### src/hdl/fdee_pkg.sv
`default_nettype none
// ----------------------------------------------------------------------------
// Flow-direction edge emitter package
// Shared types, widths and direction tables for the D8 raster-to-graph block.
// ----------------------------------------------------------------------------
package fdee_pkg;

    localparam int MAX_DIM     = 4096;
    localparam int DIM_W       = 13;
    localparam int COORD_W     = 12;
    localparam int ID_W        = 24;
    localparam int EDGE_NUM_W  = 32;
    localparam int NUM_DIRS    = 8;
    localparam int DIR_IDX_W   = 3;
    localparam int QUEUE_DEPTH = 4;
    localparam int QPTR_W      = 2;
    localparam int QCNT_W      = 3;

    // configuration register indexes
    localparam logic REG_NUM_ROWS = 1'b0;
    localparam logic REG_NUM_COLS = 1'b1;

    // record kinds
    localparam logic REC_VERTEX = 1'b0;
    localparam logic REC_EDGE   = 1'b1;

    // masks that carry no edges
    localparam logic [NUM_DIRS-1:0] MASK_NONE = 8'h00;
    localparam logic [NUM_DIRS-1:0] MASK_ALL  = 8'hFF;

    // row and column steps for E, SE, S, SW, W, NW, N, NE
    localparam logic signed [1:0] DIR_DROW [NUM_DIRS] = '{
        2'sd0, 2'sd1, 2'sd1, 2'sd1, 2'sd0, -2'sd1, -2'sd1, -2'sd1
    };
    localparam logic signed [1:0] DIR_DCOL [NUM_DIRS] = '{
        2'sd1, 2'sd1, 2'sd0, -2'sd1, -2'sd1, -2'sd1, 2'sd0, 2'sd1
    };

    typedef struct packed {
        logic [COORD_W-1:0]  pixel_row;
        logic [COORD_W-1:0]  pixel_col;
        logic [NUM_DIRS-1:0] direction_mask;
    } fdee_pixel_t;

    typedef struct packed {
        logic                  record_kind;
        logic [ID_W-1:0]       from_vertex;
        logic [ID_W-1:0]       to_vertex;
        logic [EDGE_NUM_W-1:0] edge_number;
        logic                  last;
    } fdee_rec_t;

    // one classified pixel waiting for the back end
    typedef struct packed {
        logic [ID_W-1:0]     self_id;
        logic [NUM_DIRS-1:0] edge_mask;
    } fdee_job_t;

    typedef enum logic {
        ST_HEAD,
        ST_EDGE
    } fdee_state_t;

endpackage
`default_nettype wire

### src/hdl/flow_direction_edge_emitter.sv
`default_nettype none
// ----------------------------------------------------------------------------
// Flow-direction edge emitter
// Turns pixels of a D8 flow-direction raster into vertex and edge records.
// ----------------------------------------------------------------------------
// The result channel carries one record per cycle while m_ready is high and jobs
// are queued: a valid pixel gives one record for the vertex plus one for each
// emitted edge, so 1 to 8 records; a pixel outside the valid area is consumed
// and produces nothing. A four-entry job queue lets the input side keep taking
// pixels while the back end drains earlier ones. num_rows and num_cols are
// written through the cfg port, clamp to 4096, and must only change while the
// block is idle.
module flow_direction_edge_emitter (
    input  wire logic                        aclk,
    input  wire logic                        aresetn,
    input  wire logic                        cfg_wr_en,
    input  wire logic                        cfg_wr_index,
    input  wire logic [fdee_pkg::DIM_W-1:0]  cfg_wr_data,
    input  wire logic                        s_valid,
    output logic                             s_ready,
    input  wire fdee_pkg::fdee_pixel_t       s_data,
    output logic                             m_valid,
    input  wire logic                        m_ready,
    output fdee_pkg::fdee_rec_t              m_data
);

    logic                          q_full;
    logic                          q_push;
    fdee_pkg::fdee_job_t           q_push_job;
    logic                          q_pop;
    logic                          q_head_valid;
    fdee_pkg::fdee_job_t           q_head_job;
    logic [fdee_pkg::DIM_W-1:0]    num_cols;

    fdee_front u_front (
        .aclk         (aclk),
        .aresetn      (aresetn),
        .cfg_wr_en    (cfg_wr_en),
        .cfg_wr_index (cfg_wr_index),
        .cfg_wr_data  (cfg_wr_data),
        .s_valid      (s_valid),
        .s_ready      (s_ready),
        .s_data       (s_data),
        .q_full       (q_full),
        .q_push       (q_push),
        .q_job        (q_push_job),
        .num_cols     (num_cols)
    );

    fdee_queue u_queue (
        .aclk       (aclk),
        .aresetn    (aresetn),
        .push       (q_push),
        .push_job   (q_push_job),
        .full       (q_full),
        .pop        (q_pop),
        .head_valid (q_head_valid),
        .head_job   (q_head_job)
    );

    fdee_back u_back (
        .aclk     (aclk),
        .aresetn  (aresetn),
        .num_cols (num_cols),
        .q_valid  (q_head_valid),
        .q_job    (q_head_job),
        .q_pop    (q_pop),
        .m_valid  (m_valid),
        .m_ready  (m_ready),
        .m_data   (m_data)
    );

endmodule
`default_nettype wire

### src/hdl/fdee_front.sv
`default_nettype none
// ----------------------------------------------------------------------------
// Front end
// Holds the raster size registers, checks each pixel against the valid area,
// computes its vertex id and the set of edges whose neighbours are valid.
// ----------------------------------------------------------------------------
module fdee_front (
    input  wire logic                        aclk,
    input  wire logic                        aresetn,
    input  wire logic                        cfg_wr_en,
    input  wire logic                        cfg_wr_index,
    input  wire logic [fdee_pkg::DIM_W-1:0]  cfg_wr_data,
    input  wire logic                        s_valid,
    output logic                             s_ready,
    input  wire fdee_pkg::fdee_pixel_t       s_data,
    input  wire logic                        q_full,
    output logic                             q_push,
    output fdee_pkg::fdee_job_t              q_job,
    output logic [fdee_pkg::DIM_W-1:0]       num_cols
);

    logic [fdee_pkg::DIM_W-1:0] num_rows_reg, num_rows_next;
    logic [fdee_pkg::DIM_W-1:0] num_cols_reg, num_cols_next;
    logic [fdee_pkg::DIM_W-1:0] cfg_sat;
    logic [fdee_pkg::DIM_W-1:0] row_x, col_x;
    logic                       pixel_ok;
    logic                       down_ok, up_ok, right_ok, left_ok;
    logic                       mask_live;
    logic                       row_ok, col_ok;
    logic [fdee_pkg::ID_W-1:0]  product;

    // clamp writes to the largest raster
    assign cfg_sat = (cfg_wr_data > fdee_pkg::DIM_W'(fdee_pkg::MAX_DIM))
                   ? fdee_pkg::DIM_W'(fdee_pkg::MAX_DIM) : cfg_wr_data;

    always_comb begin
        num_rows_next = num_rows_reg;
        num_cols_next = num_cols_reg;
        if (cfg_wr_en) begin
            unique case (cfg_wr_index)
                fdee_pkg::REG_NUM_ROWS: num_rows_next = cfg_sat;
                fdee_pkg::REG_NUM_COLS: num_cols_next = cfg_sat;
                default: ;
            endcase
        end
    end

    always_ff @(posedge aclk) begin
        if (!aresetn) begin
            num_rows_reg <= fdee_pkg::DIM_W'(fdee_pkg::MAX_DIM);
            num_cols_reg <= fdee_pkg::DIM_W'(fdee_pkg::MAX_DIM);
        end else begin
            num_rows_reg <= num_rows_next;
            num_cols_reg <= num_cols_next;
        end
    end

    assign num_cols = num_cols_reg;

    assign row_x = {1'b0, s_data.pixel_row};
    assign col_x = {1'b0, s_data.pixel_col};

    assign pixel_ok = (s_data.pixel_row != '0) && (row_x < num_rows_reg)
                   && (s_data.pixel_col != '0) && (col_x < num_cols_reg);

    assign down_ok  = (row_x + 13'd1) < num_rows_reg;
    assign up_ok    = s_data.pixel_row >= 12'd2;
    assign right_ok = (col_x + 13'd1) < num_cols_reg;
    assign left_ok  = s_data.pixel_col >= 12'd2;

    assign mask_live = (s_data.direction_mask != fdee_pkg::MASK_NONE)
                    && (s_data.direction_mask != fdee_pkg::MASK_ALL);

    assign product = {{(fdee_pkg::ID_W-fdee_pkg::COORD_W){1'b0}}, s_data.pixel_row}
                   * {{(fdee_pkg::ID_W-fdee_pkg::DIM_W){1'b0}}, num_cols_reg};

    always_comb begin
        q_job.self_id = product
                      + {{(fdee_pkg::ID_W-fdee_pkg::COORD_W){1'b0}}, s_data.pixel_col};
        q_job.edge_mask = '0;
        row_ok = 1'b0;
        col_ok = 1'b0;
        for (int d = 0; d < fdee_pkg::NUM_DIRS; d++) begin
            if (fdee_pkg::DIR_DROW[d] > 0)      row_ok = down_ok;
            else if (fdee_pkg::DIR_DROW[d] < 0) row_ok = up_ok;
            else                                row_ok = 1'b1;
            if (fdee_pkg::DIR_DCOL[d] > 0)      col_ok = right_ok;
            else if (fdee_pkg::DIR_DCOL[d] < 0) col_ok = left_ok;
            else                                col_ok = 1'b1;
            q_job.edge_mask[d] = mask_live && s_data.direction_mask[d] && row_ok && col_ok;
        end
    end

    // drop pixels outside the valid area; they still complete their transaction
    assign s_ready = !q_full;
    assign q_push  = s_valid && !q_full && pixel_ok;

endmodule
`default_nettype wire

### src/hdl/fdee_queue.sv
`default_nettype none
// ----------------------------------------------------------------------------
// Job queue
// Small first-in first-out buffer between the front end and the back end.
// ----------------------------------------------------------------------------
module fdee_queue (
    input  wire logic                aclk,
    input  wire logic                aresetn,
    input  wire logic                push,
    input  wire fdee_pkg::fdee_job_t push_job,
    output logic                     full,
    input  wire logic                pop,
    output logic                     head_valid,
    output fdee_pkg::fdee_job_t      head_job
);

    fdee_pkg::fdee_job_t               entry_reg [fdee_pkg::QUEUE_DEPTH];
    logic [fdee_pkg::QPTR_W-1:0]       wr_ptr_reg, wr_ptr_next;
    logic [fdee_pkg::QPTR_W-1:0]       rd_ptr_reg, rd_ptr_next;
    logic [fdee_pkg::QCNT_W-1:0]       count_reg, count_next;
    logic                              do_push, do_pop;

    assign full       = count_reg == fdee_pkg::QCNT_W'(fdee_pkg::QUEUE_DEPTH);
    assign head_valid = count_reg != '0;
    assign head_job   = entry_reg[rd_ptr_reg];

    assign do_push = push && !full;
    assign do_pop  = pop && head_valid;

    always_comb begin
        wr_ptr_next = do_push ? wr_ptr_reg + 1'b1 : wr_ptr_reg;
        rd_ptr_next = do_pop  ? rd_ptr_reg + 1'b1 : rd_ptr_reg;
        count_next  = count_reg;
        if (do_push && !do_pop)      count_next = count_reg + 1'b1;
        else if (do_pop && !do_push) count_next = count_reg - 1'b1;
    end

    always_ff @(posedge aclk) begin
        if (!aresetn) begin
            wr_ptr_reg <= '0;
            rd_ptr_reg <= '0;
            count_reg  <= '0;
        end else begin
            wr_ptr_reg <= wr_ptr_next;
            rd_ptr_reg <= rd_ptr_next;
            count_reg  <= count_next;
        end
    end

    always_ff @(posedge aclk) begin
        if (do_push) begin
            entry_reg[wr_ptr_reg] <= push_job;
        end
    end

endmodule
`default_nettype wire

### src/hdl/fdee_back.sv
`default_nettype none
// ----------------------------------------------------------------------------
// Back end
// Emits the vertex record straight from the queue head, then walks the
// pending edge bits lowest first, numbering each edge; one record per cycle when not stalled.
// ----------------------------------------------------------------------------
module fdee_back (
    input  wire logic                        aclk,
    input  wire logic                        aresetn,
    input  wire logic [fdee_pkg::DIM_W-1:0]  num_cols,
    input  wire logic                        q_valid,
    input  wire fdee_pkg::fdee_job_t         q_job,
    output logic                             q_pop,
    output logic                             m_valid,
    input  wire logic                        m_ready,
    output fdee_pkg::fdee_rec_t              m_data
);

    fdee_pkg::fdee_state_t                state_reg, state_next;
    logic [fdee_pkg::ID_W-1:0]            self_reg, self_next;
    logic [fdee_pkg::NUM_DIRS-1:0]        pend_reg, pend_next;
    logic [fdee_pkg::EDGE_NUM_W-1:0]      edge_counter_reg, edge_counter_next;
    logic                                 m_valid_reg, m_valid_next;
    fdee_pkg::fdee_rec_t                  m_data_reg, m_data_next;

    logic                                 out_free;
    logic                                 rec_load;
    logic [fdee_pkg::DIR_IDX_W-1:0]       sel_dir;
    logic [fdee_pkg::NUM_DIRS-1:0]        pend_left;
    logic [fdee_pkg::ID_W-1:0]            cols_x;
    logic [fdee_pkg::ID_W-1:0]            row_base;
    logic [fdee_pkg::ID_W-1:0]            nbr_id;

    assign out_free = !m_valid_reg || m_ready;

    // lowest pending direction
    always_comb begin
        sel_dir = '0;
        for (int i = fdee_pkg::NUM_DIRS - 1; i >= 0; i--) begin
            if (pend_reg[i]) sel_dir = fdee_pkg::DIR_IDX_W'(i);
        end
    end

    assign pend_left = pend_reg & (pend_reg - 8'd1);
    assign cols_x    = {{(fdee_pkg::ID_W-fdee_pkg::DIM_W){1'b0}}, num_cols};

    always_comb begin
        if (fdee_pkg::DIR_DROW[sel_dir] > 0)      row_base = self_reg + cols_x;
        else if (fdee_pkg::DIR_DROW[sel_dir] < 0) row_base = self_reg - cols_x;
        else                                      row_base = self_reg;
        if (fdee_pkg::DIR_DCOL[sel_dir] > 0)      nbr_id = row_base + 24'd1;
        else if (fdee_pkg::DIR_DCOL[sel_dir] < 0) nbr_id = row_base - 24'd1;
        else                                      nbr_id = row_base;
    end

    // next state
    always_comb begin
        state_next = state_reg;
        unique case (state_reg)
            fdee_pkg::ST_HEAD: begin
                if (out_free && q_valid && (q_job.edge_mask != '0)) begin
                    state_next = fdee_pkg::ST_EDGE;
                end
            end
            fdee_pkg::ST_EDGE: begin
                if (out_free && (pend_left == '0)) begin
                    state_next = fdee_pkg::ST_HEAD;
                end
            end
            default: state_next = fdee_pkg::ST_HEAD;
        endcase
    end

    // outputs and datapath
    always_comb begin
        q_pop             = 1'b0;
        rec_load          = 1'b0;
        self_next         = self_reg;
        pend_next         = pend_reg;
        edge_counter_next = edge_counter_reg;
        m_data_next       = m_data_reg;
        unique case (state_reg)
            fdee_pkg::ST_HEAD: begin
                if (out_free && q_valid) begin
                    q_pop                   = 1'b1;
                    rec_load                = 1'b1;
                    self_next               = q_job.self_id;
                    pend_next               = q_job.edge_mask;
                    m_data_next.record_kind = fdee_pkg::REC_VERTEX;
                    m_data_next.from_vertex = q_job.self_id;
                    m_data_next.to_vertex   = '0;
                    m_data_next.edge_number = '0;
                    m_data_next.last        = q_job.edge_mask == '0;
                end
            end
            fdee_pkg::ST_EDGE: begin
                if (out_free) begin
                    rec_load                = 1'b1;
                    pend_next               = pend_left;
                    edge_counter_next       = edge_counter_reg + 32'd1;
                    m_data_next.record_kind = fdee_pkg::REC_EDGE;
                    m_data_next.from_vertex = self_reg;
                    m_data_next.to_vertex   = nbr_id;
                    m_data_next.edge_number = edge_counter_reg;
                    m_data_next.last        = pend_left == '0;
                end
            end
            default: ;
        endcase
        m_valid_next = rec_load ? 1'b1 : (m_ready ? 1'b0 : m_valid_reg);
    end

    always_ff @(posedge aclk) begin
        if (!aresetn) begin
            state_reg        <= fdee_pkg::ST_HEAD;
            pend_reg         <= '0;
            edge_counter_reg <= '0;
            m_valid_reg      <= 1'b0;
        end else begin
            state_reg        <= state_next;
            pend_reg         <= pend_next;
            edge_counter_reg <= edge_counter_next;
            m_valid_reg      <= m_valid_next;
        end
    end

    always_ff @(posedge aclk) begin
        self_reg   <= self_next;
        m_data_reg <= m_data_next;
    end

    assign m_valid = m_valid_reg;
    assign m_data  = m_data_reg;

`ifndef SYNTHESIS
    a_edge_state_has_work: assert property (@(posedge aclk) disable iff (!aresetn)
        state_reg == fdee_pkg::ST_EDGE |-> pend_reg != '0)
        else $error("edge state with no pending edges");

    a_edge_counts_once: assert property (@(posedge aclk) disable iff (!aresetn)
        rec_load && m_data_next.record_kind == fdee_pkg::REC_EDGE
        |=> edge_counter_reg == $past(edge_counter_reg) + 32'd1)
        else $error("edge counter did not advance by one per edge");

    a_vertex_pops_queue: assert property (@(posedge aclk) disable iff (!aresetn)
        rec_load && m_data_next.record_kind == fdee_pkg::REC_VERTEX |-> q_pop && q_valid)
        else $error("vertex record without a queue pop");

    a_last_ends_pixel: assert property (@(posedge aclk) disable iff (!aresetn)
        rec_load && m_data_next.last |=> state_reg == fdee_pkg::ST_HEAD)
        else $error("last record but edges still pending");
`endif

endmodule
`default_nettype wire
### config.mk
export PLATFORM = sky130hd
export DESIGN_NAME = flow_direction_edge_emitter
export DESIGN_NICKNAME = d
export VERILOG_FILES = /design/src/hdl/fdee_pkg.sv /design/src/hdl/flow_direction_edge_emitter.sv /design/src/hdl/fdee_front.sv /design/src/hdl/fdee_queue.sv /design/src/hdl/fdee_back.sv
export SDC_FILE = /design/constraint.sdc
export NUM_CORES = 1
export LEC_CHECK = 0
export BUFFER_PORTS_ARGS = -buffer_cell sky130_fd_sc_hd__buf_2
export CORE_ASPECT_RATIO = 1.1
export CORE_MARGIN = 2
export CORE_UTILIZATION = 58
export DETAILED_ROUTE_END_ITERATION = 7
export GPL_TIMING_DRIVEN = 0
export PLACE_DENSITY = 0.81
export SLEW_MARGIN = 20
export SYNTH_ARGS = -nofsm -noshare
export SYNTH_HDL_FRONTEND = slang
export SYNTH_HIERARCHICAL = 1
export SYNTH_SLANG_ARGS = --single-unit
### constraint.sdc
create_clock -name aclk -period 6.6 [get_ports aclk]
set_clock_uncertainty 0.2 [all_clocks]
set_input_delay 0.33 -clock aclk [delete_from_list [all_inputs] [get_ports aclk]]
set_output_delay 0.33 -clock aclk [all_outputs]
set_load 0.01 [all_outputs]
Yosys cells after proc, flatten, opt, wreduce, memory -nomap -nowiden
Memory sizes are Yosys's and may differ from the RTL's. A register that Yosys moved wholly into a read port is not among the register bits.
Index checks and enable logic that the tools add are counted.
- $add $sub $neg: 13
- multipliers: 1
- $lt $le $gt $ge: 12
- eq/ne operators: 4
- muxes and demuxes: 38
- bitwise operators: 4
- reductions and logical operators: 52
- operators with widths (cell ; count):
    $mux W82 ; 2
    $pmux W82 S2 ; 1
    $mux W24 ; 4
    $logic_and A1 B1 Y1 ; 33
    $add A32 B1 Y32 const B ; 1
    $mux W3 ; 10
    $add A12 B1 Y13 const B ; 2
    $lt A12 B13 Y1 ; 2
    $lt A13 B13 Y1 ; 2
    $add A24 B1 Y24 const B ; 1
    $add A24 B12 Y24 ; 1
    $add A24 B13 Y24 ; 1
    $ge A12 B2 Y1 const B ; 2
    $mul A12 B13 Y24 ; 1
    $reduce_bool A12 Y1 ; 2
    $sub A24 B1 Y24 const B ; 1
    $sub A24 B13 Y24 ; 1
    $logic_not A8 Y1 ; 2
    $mux W8 ; 2
    $pmux W8 S2 ; 1
    $reduce_bool A8 Y1 ; 2
    $gt A13 B13 Y1 const B ; 1
    $mux W13 ; 1
    $mux W2 ; 6
    21 further kinds ; 42
- register bits after elaboration: 181
- bits in writable memories: 128
- memory bits (read-only): 32
- bits of input ports: 51
- output and inout bits: 84
- word-level logic and storage cells: 142
- memories kept: 3
- memories (name ; words ; bits a word ; rd ports ; clocked after Yosys merged registers in ; write ports ; line ; text):
    u_queue.entry_reg ; 4 ; 32 ; 1 ; 1 ; 1 ; fdee_queue.sv:17 ; fdee_pkg::fdee_job_t entry_reg [fdee_pkg::QUEUE_DEPTH];
    (name not given) ; 8 ; 2 ; 1 ; 0 ; 0 ; fdee_back.sv:51 ; if (fdee_pkg::DIR_DCOL[sel_dir] > 0) nbr_id = row_base + 24'd1;
    (name not given) ; 8 ; 2 ; 1 ; 0 ; 0 ; fdee_back.sv:48 ; if (fdee_pkg::DIR_DROW[sel_dir] > 0) row_base = self_reg + cols_x;

Depth between registers and ports, before layout
Gate-level depths: netlist of the first run.
- depth in word-level cells: 20
- gate-level depth with buffers: 21
- mapped depth without buffers: 18

Modules after synthesis
The synthesis of the first run kept the hierarchy.
- by module, submodules not included (module ; instances ; cells an instance ; area each (um^2) ; seq. area each (um^2)):
    fdee_back ; 1 ; 936 ; 9171.3 ; 4023.9
    fdee_front ; 1 ; 1019 ; 8229.1 ; 520.5
    fdee_queue ; 1 ; 215 ; 5148.7 ; 4023.9

Least setup slack after synthesis of the first run
OpenSTA, ideal clock, no wires.
- path type: input-to-reg
- start: input s_data[25] (netlist name)
- end: memory u_queue/entry_reg[0][29] (netlist name), data pin
- library setup time: 0.276 ns
- data arrival time: 4.992 ns
- data required time: 6.124 ns
- slack: 1.132 ns
- cell stages on the path: 18
- buffers on the path: 2
- cells stage by stage: clkbuf_1 > clkbuf_1 > nand2_1 > fa_1 > fa_1 > fa_1 > inv_1 > fa_1 > inv_1 > fa_1 > inv_1 > ha_1 > a21oi_1 > o211ai_2 > a211oi_2 > nor3_2 > o41ai_2 > xnor2_1
- RTL lines (what ; line ; text):
    from (decl) ; flow_direction_edge_emitter.sv:21 ; input wire fdee_pkg::fdee_pixel_t s_data,
    to (decl) ; fdee_queue.sv:17 ;

==> results.yml, run 1 <==
cts:
  htree_levels: 1
  numCtsBuffers: 31
  cts.sinks: 311
  worst_skew_pair.late_latency_ps: 580
  cts_setup_buffers: 0
  clockRootBuffer: "clkbuf_16"
  cts_tree: "done"
  clockBufferDepth: 3
  clkTransAtPathRegs_ps: 60
yosys:
  synth-async-reset-ratio_pct: 0
  avgSynthCellArea_sq_um: 10.4
  ys_top_cells_by_area: "edfxtp_1 31%, fa_1 11%, ha_1 8.5%"
  netlist_area_sq_um: 22500
  ys.flop_type: "edfxtp_1"
  synth_most_common_cell: "inv_1"
  yosys_register_bits: 311
  synth_warnings: 6
  syn_inst: 2170
  syn_nets: 2498
  yosys-top-cells-count: "254 x inv_1, 234 x edfxtp_1, 221 x nand2_1"
  synthDistinctLibCells: 99
  yosysSeqAreaShare_pct: 38.0
  synth_top_area_cell: "edfxtp_1"
  synth_edf_count: 234
  synth_top_area_share_pct: 31.2
sta:
  rsz0062_at_grt: "false"
  worst_slew_pin_slew_ps: 1040
  setup_tns_ps: 0
  timing.hold.ws_ps: 43.2
  max_freq_mhz: 162
  fin_crit_sh_pct: 93.6
  finalHoldViolations: 0
  final-setup-viol-count: 0
  min_period_ps: 6180
  slew_headroom_pct: 30.3
  final-max-slew-violation-count: 0
setup_path:
  arrival_ps: 6310
  critPathBufInv: 4
  end_kind: "register"
  r2r-start: "u_front/num_cols[7]"
  crit_start: "u_front/num_cols[7]"
  timing.critical_path.mode_cell: "fa_1"
  max_stage_delay_ps: 560
  crit_path_start_kind: "register"
  crit_required_ps: 6730
  crit_family: "adder cells"
  cpMaxStageDelayCell: "fa_1"
  worstPathCellList: "clkbuf_1 > and2_1 > fa_1 > fa_1 > fa_1 > fa_1 > inv_1 > fa_1 > inv_1 > ha_1 > buf_2 > a21oi_1 > nor2b_1 > a31oi_1 > nor3_2 > o221ai_1 > xnor2_1"
  path_max_fanout: 10
  path_class: "reg -> reg"
placed_design:
  post_dp_cell_area_sq_um: 24000
  place.gp.congestion: 0.992
  dp_hpwl_microns: 45700
  io_buffers: 134
global_route:
  grt_pass1_wl_microns: 94300
  grtUsageMet3_pct: 3.22
  grt_pass1_vias: 17472
  grt_max_degree: 44
  gr-usage-all-layers_pct: 30.1
  top_usage_layer: "met2"
  antenna_found_initial: 0
  grt.met2_usage_pct: 51.8
  gr-total-overflow: 0
  grt_util_met1_pct: 37.6
status:
  status: "completed"
cells_and_area:
  area.growth.synth_to_final_pct: 12.0
  multiInputGateArea_sq_um: 12600
  drive_gt1_share_pct: 13.2
  fin_nets: 2697
  utilization_pct: 66.0
  final_cell_area_sq_um: 25300
  seq_area_sq_um: 8570
  num-fill-cells: 2900
  diodes: 0
  largest_reg_flops: 128
routing:
  drtIter0Drc: 1149
  drcViolationCount: 0
  wl_per_cell_microns: 20.6
  postRouteAntennaNets: 0
  vias_per_cell: 5.95
  drt_first_pass_iters: 7
  num_vias: 17229
  wirelength_microns: 59700
floorplanning:
  die_w_microns: 192
  ios: 135
  die_h_microns: 211
  dieArea_sq_um: 40500
  rows: 75
  coreArea_sq_um: 38300
  initial_utilization_pct: 58.9
power:
  max-vdd-ir-drop_uv: 283
  p_leak_nw: 10.3
  intPower_mw: 5.59
  p_switching_mw: 4.25
  seq_power_share_pct: 32.3
  combPwrFrac_pct: 50.1
  fin_total_pwr_mw: 9.84
  p_per_area_nw_per_um2: 390
  swShare_pct: 43.2
  clock_power_share_pct: 17.6
job:
  max-cap-violations: 0
hold_path:
  min_path_type: "in -> reg"
  hp-start: "aresetn"
==> metrics by stage <==
step	worst slack, ps	instances
6_report	422	2894
5_1_grt	62.3	2894
4_1_cts	298	2894
3_5_place_dp	57.9	2811
3_3_place_gp	230	2804
2_1_floorplan	1130	2170
==> power by group through the flow <==
stage / logic [mW] / clock network, mW / registers (mW)
after floorplan: 3.18 / 0 / 3.26
after global placement: 4.67 / 0 / 3.21
after detailed placement: 4.82 / 0 / 3.21
after CTS: 4.86 / 1.76 / 3.17
after global routing: 5.35 / 1.83 / 3.22
final: 4.93 / 1.73 / 3.18
==> layer usage <==
layer / part of all wire [%] / up-vias
met5: 0 / -
met4: 5.8 / 0
met3: 5.6 / 167
met2: 49 / 675
met1: 39 / 8453
li1: - / 7934
==> path summary, 6_finish.rpt <==
path              slack [ps]  cells after the start                          end
setup / recovery         420                     17     u_queue/entry_reg[1][31]
hold / removal            40                      2  u_back/edge_counter_reg[26]
setup reg to reg         420                     17     u_queue/entry_reg[1][31]
hold reg to reg          280                      2      u_front/num_rows_reg[1]
==> cells by family (layout without fill, tap and decap cells) <==
logic type | count (synthesis) | count (layout) | share of synthesized area (%)
AOI/OAI and AO/OA | 319 | 319 | 9.95
xor gates and xnor gates | 92 | 92 | 3.57
adders and majority gates | 278 | 278 | 19.5
buffers and inverters | 346 | 570 | 6.18
DFF | 311 | 311 | 38.0
muxes | 76 | 76 | 5.33
and+or+nand+nor | 748 | 748 | 17.5
==> layout by cell type, fill, tap and decap left out, types with 27 or more instances in the layout <==
master,Yosys,routed
clkbuf_16,0,31
buf_2,10,144
mux4_2,30,30
nand2_1,221,221
a21o_1,32,32
nand3_1,46,46
clkbuf_1,69,74
a21oi_1,72,72
nor2b_1,35,35
fa_1,123,123
xor2_1,27,27
xnor2_1,65,65
inv_1,254,253
nor2_1,117,117
nand4_1,31,31
ha_1,154,154
and2_1,127,123
edfxtp_1,234,234
dfxtp_1,77,77
a21boi_0,38,38
o21ai_0,44,44
==> cell type report <==
class                           count  share of cell area (%)
Inverter                          255                    3.80
Sequential cell                   311                    33.9
Buffer                             91                    1.74
Multi-Input combinational cell   1513                    49.9
Clock inverter                     18                   0.689
Timing Repair Buffer              166                    4.22
Clock buffer                       40                    3.28
Tap cell                          500                    2.48
==> repair_timing <==
action                                 4_1_cts  5_1_grt
gates resized for setup                      0        4
endpoints found under the hold margin       56        0
setup endpoints to repair                    0        8
hold buffers                                25        0
No activity file was read; power rests on OpenSTA's default activity.
==> run 2, diff against run 1 <==
RECOVER_POWER = 100   (was default)
==> results.yml, run 2 (synthesis results as in run 1) <==
cells_and_area:
  final_cell_area_sq_um: 24900
  layout_commonest_cell: "inv_1"
  fin_nets: 2697
  largest_reg_flops: 128
  utilization_pct: 65.1
  drive_gt1_share_pct: 7.98
  num-fill-cells: 2996
  layout_common_cells: "253 x inv_1, 234 x edfxtp_1, 221 x nand2_1"
  diodes: 0
  area.growth.synth_to_final_pct: 10.5
cts:
  clockRootBuffer: "clkbuf_16"
  cts_tree: "done"
  cts.sinks: 311
  clkTransAtPathRegs_ps: 70
  clockBufferDepth: 3
  numCtsBuffers: 31
  htree_levels: 1
  worst_skew_pair.late_latency_ps: 580
setup_path:
  path_max_fanout: 10
  arrival_ps: 6360
  path_class: "reg -> reg"
  crit_path_start_kind: "register"
  r2r_cells: 17
  end_kind: "register"
  crit_required_ps: 6710
floorplanning:
  coreArea_sq_um: 38300
  initial_utilization_pct: 58.9
  die_h_microns: 211
  dieArea_sq_um: 40500
  rows: 75
  die_w_microns: 192
  ios: 135
routing:
  vias_per_cell: 5.99
  wirelength_microns: 59800
  drtIter0Drc: 1207
  postRouteAntennaNets: 0
  drcViolationCount: 0
  num_vias: 17322
  drt_first_pass_iters: 5
  wl_per_cell_microns: 20.7
hold_path:
  min_path_type: "in -> reg"
  whs_path_depth: 2
global_route:
  grt_max_degree: 44
  gr-usage-all-layers_pct: 30.1
  grt_pass1_wl_microns: 94300
  antenna_found_initial: 0
  gr-total-overflow: 0
  grt_pass1_vias: 17472
sta:
  fin_crit_sh_pct: 94.8
  finalHoldViolations: 0
  max_freq_mhz: 160
  final-max-slew-violation-count: 85
  setup_tns_ps: 0
  timing.hold.ws_ps: 48.3
  worst_slew_pin_slew_ps: 2140
  rsz0062_at_grt: "false"
  final-setup-viol-count: 0
  slew_headroom_pct: -42.9
  min_period_ps: 6250
placed_design:
  post_dp_cell_area_sq_um: 24000
  dp_hpwl_microns: 45700
  place.gp.congestion: 0.992
  io_buffers: 134
job:
  max-cap-violations: 2
status:
  status: "complete, but fails checks"
  violations: "capacitance limit, slew limit"
power:
  p_per_area_nw_per_um2: 388
  max-vdd-ir-drop_uv: 281
  p_leak_nw: 9.82
-- run 2: critical path: stages (launching register included) --
cell	delay [ps]
dfxtp_1	480
clkbuf_1	550
nand2_1	150
fa_1	550
fa_1	460
fa_1	500
inv_1	60
fa_1	530
inv_1	50
fa_1	520
inv_1	40
ha_1	370
a21oi_1	240
o211ai_1	200
a211oi_1	430
nor3_2	120
o41ai_2	350
xnor2_1	180
-- run 2: power breakdown --
group | internal, mW | total (mW) | switching, mW
combinational | 1.59 | 4.73 | 3.14
sequential | 2.87 | 3.21 | 0.339
clock | 0.976 | 1.73 | 0.756
total | 5.44 | 9.67 | 4.23
-- run 2: what timing repair did --
| item | in CTS | in global routing |
|---|---|---|
| hold buffers | 25 | 0 |
| endpoints found under the setup margin | 0 | 8 |
| hold endpoints to repair | 56 | 0 |
| resized for setup | 0 | 4 |
| buffers inserted | 0 | 0 |
-- run 2: path summary, 6_finish.rpt --
path / from / to / slack, ps
worst min register to register: u_front/num_rows_reg[1] / u_front/num_rows_reg[1] / 280
worst max register to register: u_front/num_cols[7] / u_queue/entry_reg[3][29] / 350
worst max-delay path: u_front/num_cols[7] / u_queue/entry_reg[3][29] / 350
worst min-delay path: aresetn / u_front/num_rows_reg[1] / 50
-- run 2: area by class of cell --
class	count	area, sq um	share of cell area (%)
clock buffers	40	830	3.33
multi-input cells	1513	12500	50.4
flip-flops and latches	311	8570	34.4
inverters	255	958	3.85
repair buffers	166	838	3.36
clock inverters	18	174	0.698
well taps	500	626	2.51
plain buffers	91	374	1.50
-- run 2: layer usage --
layer / vias to the layer above / routed length [microns] / GRT usage (%)
met4: 0 / 3450 / 15.8
li1: 7927 / - / -
met5: - / 0 / 0
met3: 178 / 3550 / 3.22
met2: 698 / 29500 / 51.8
met1: 8519 / 23300 / 37.6
-- run 2: per-stage QoR --
stage          total power, mW  setup slack (ps)  cells
2_1_floorplan             6.44              1130   2170
3_3_place_gp              7.88               230   2804
3_5_place_dp              8.03              57.9   2811
4_1_cts                   9.79               298   2894
5_1_grt                   10.2              35.8   2894
6_report                  9.67               346   2894
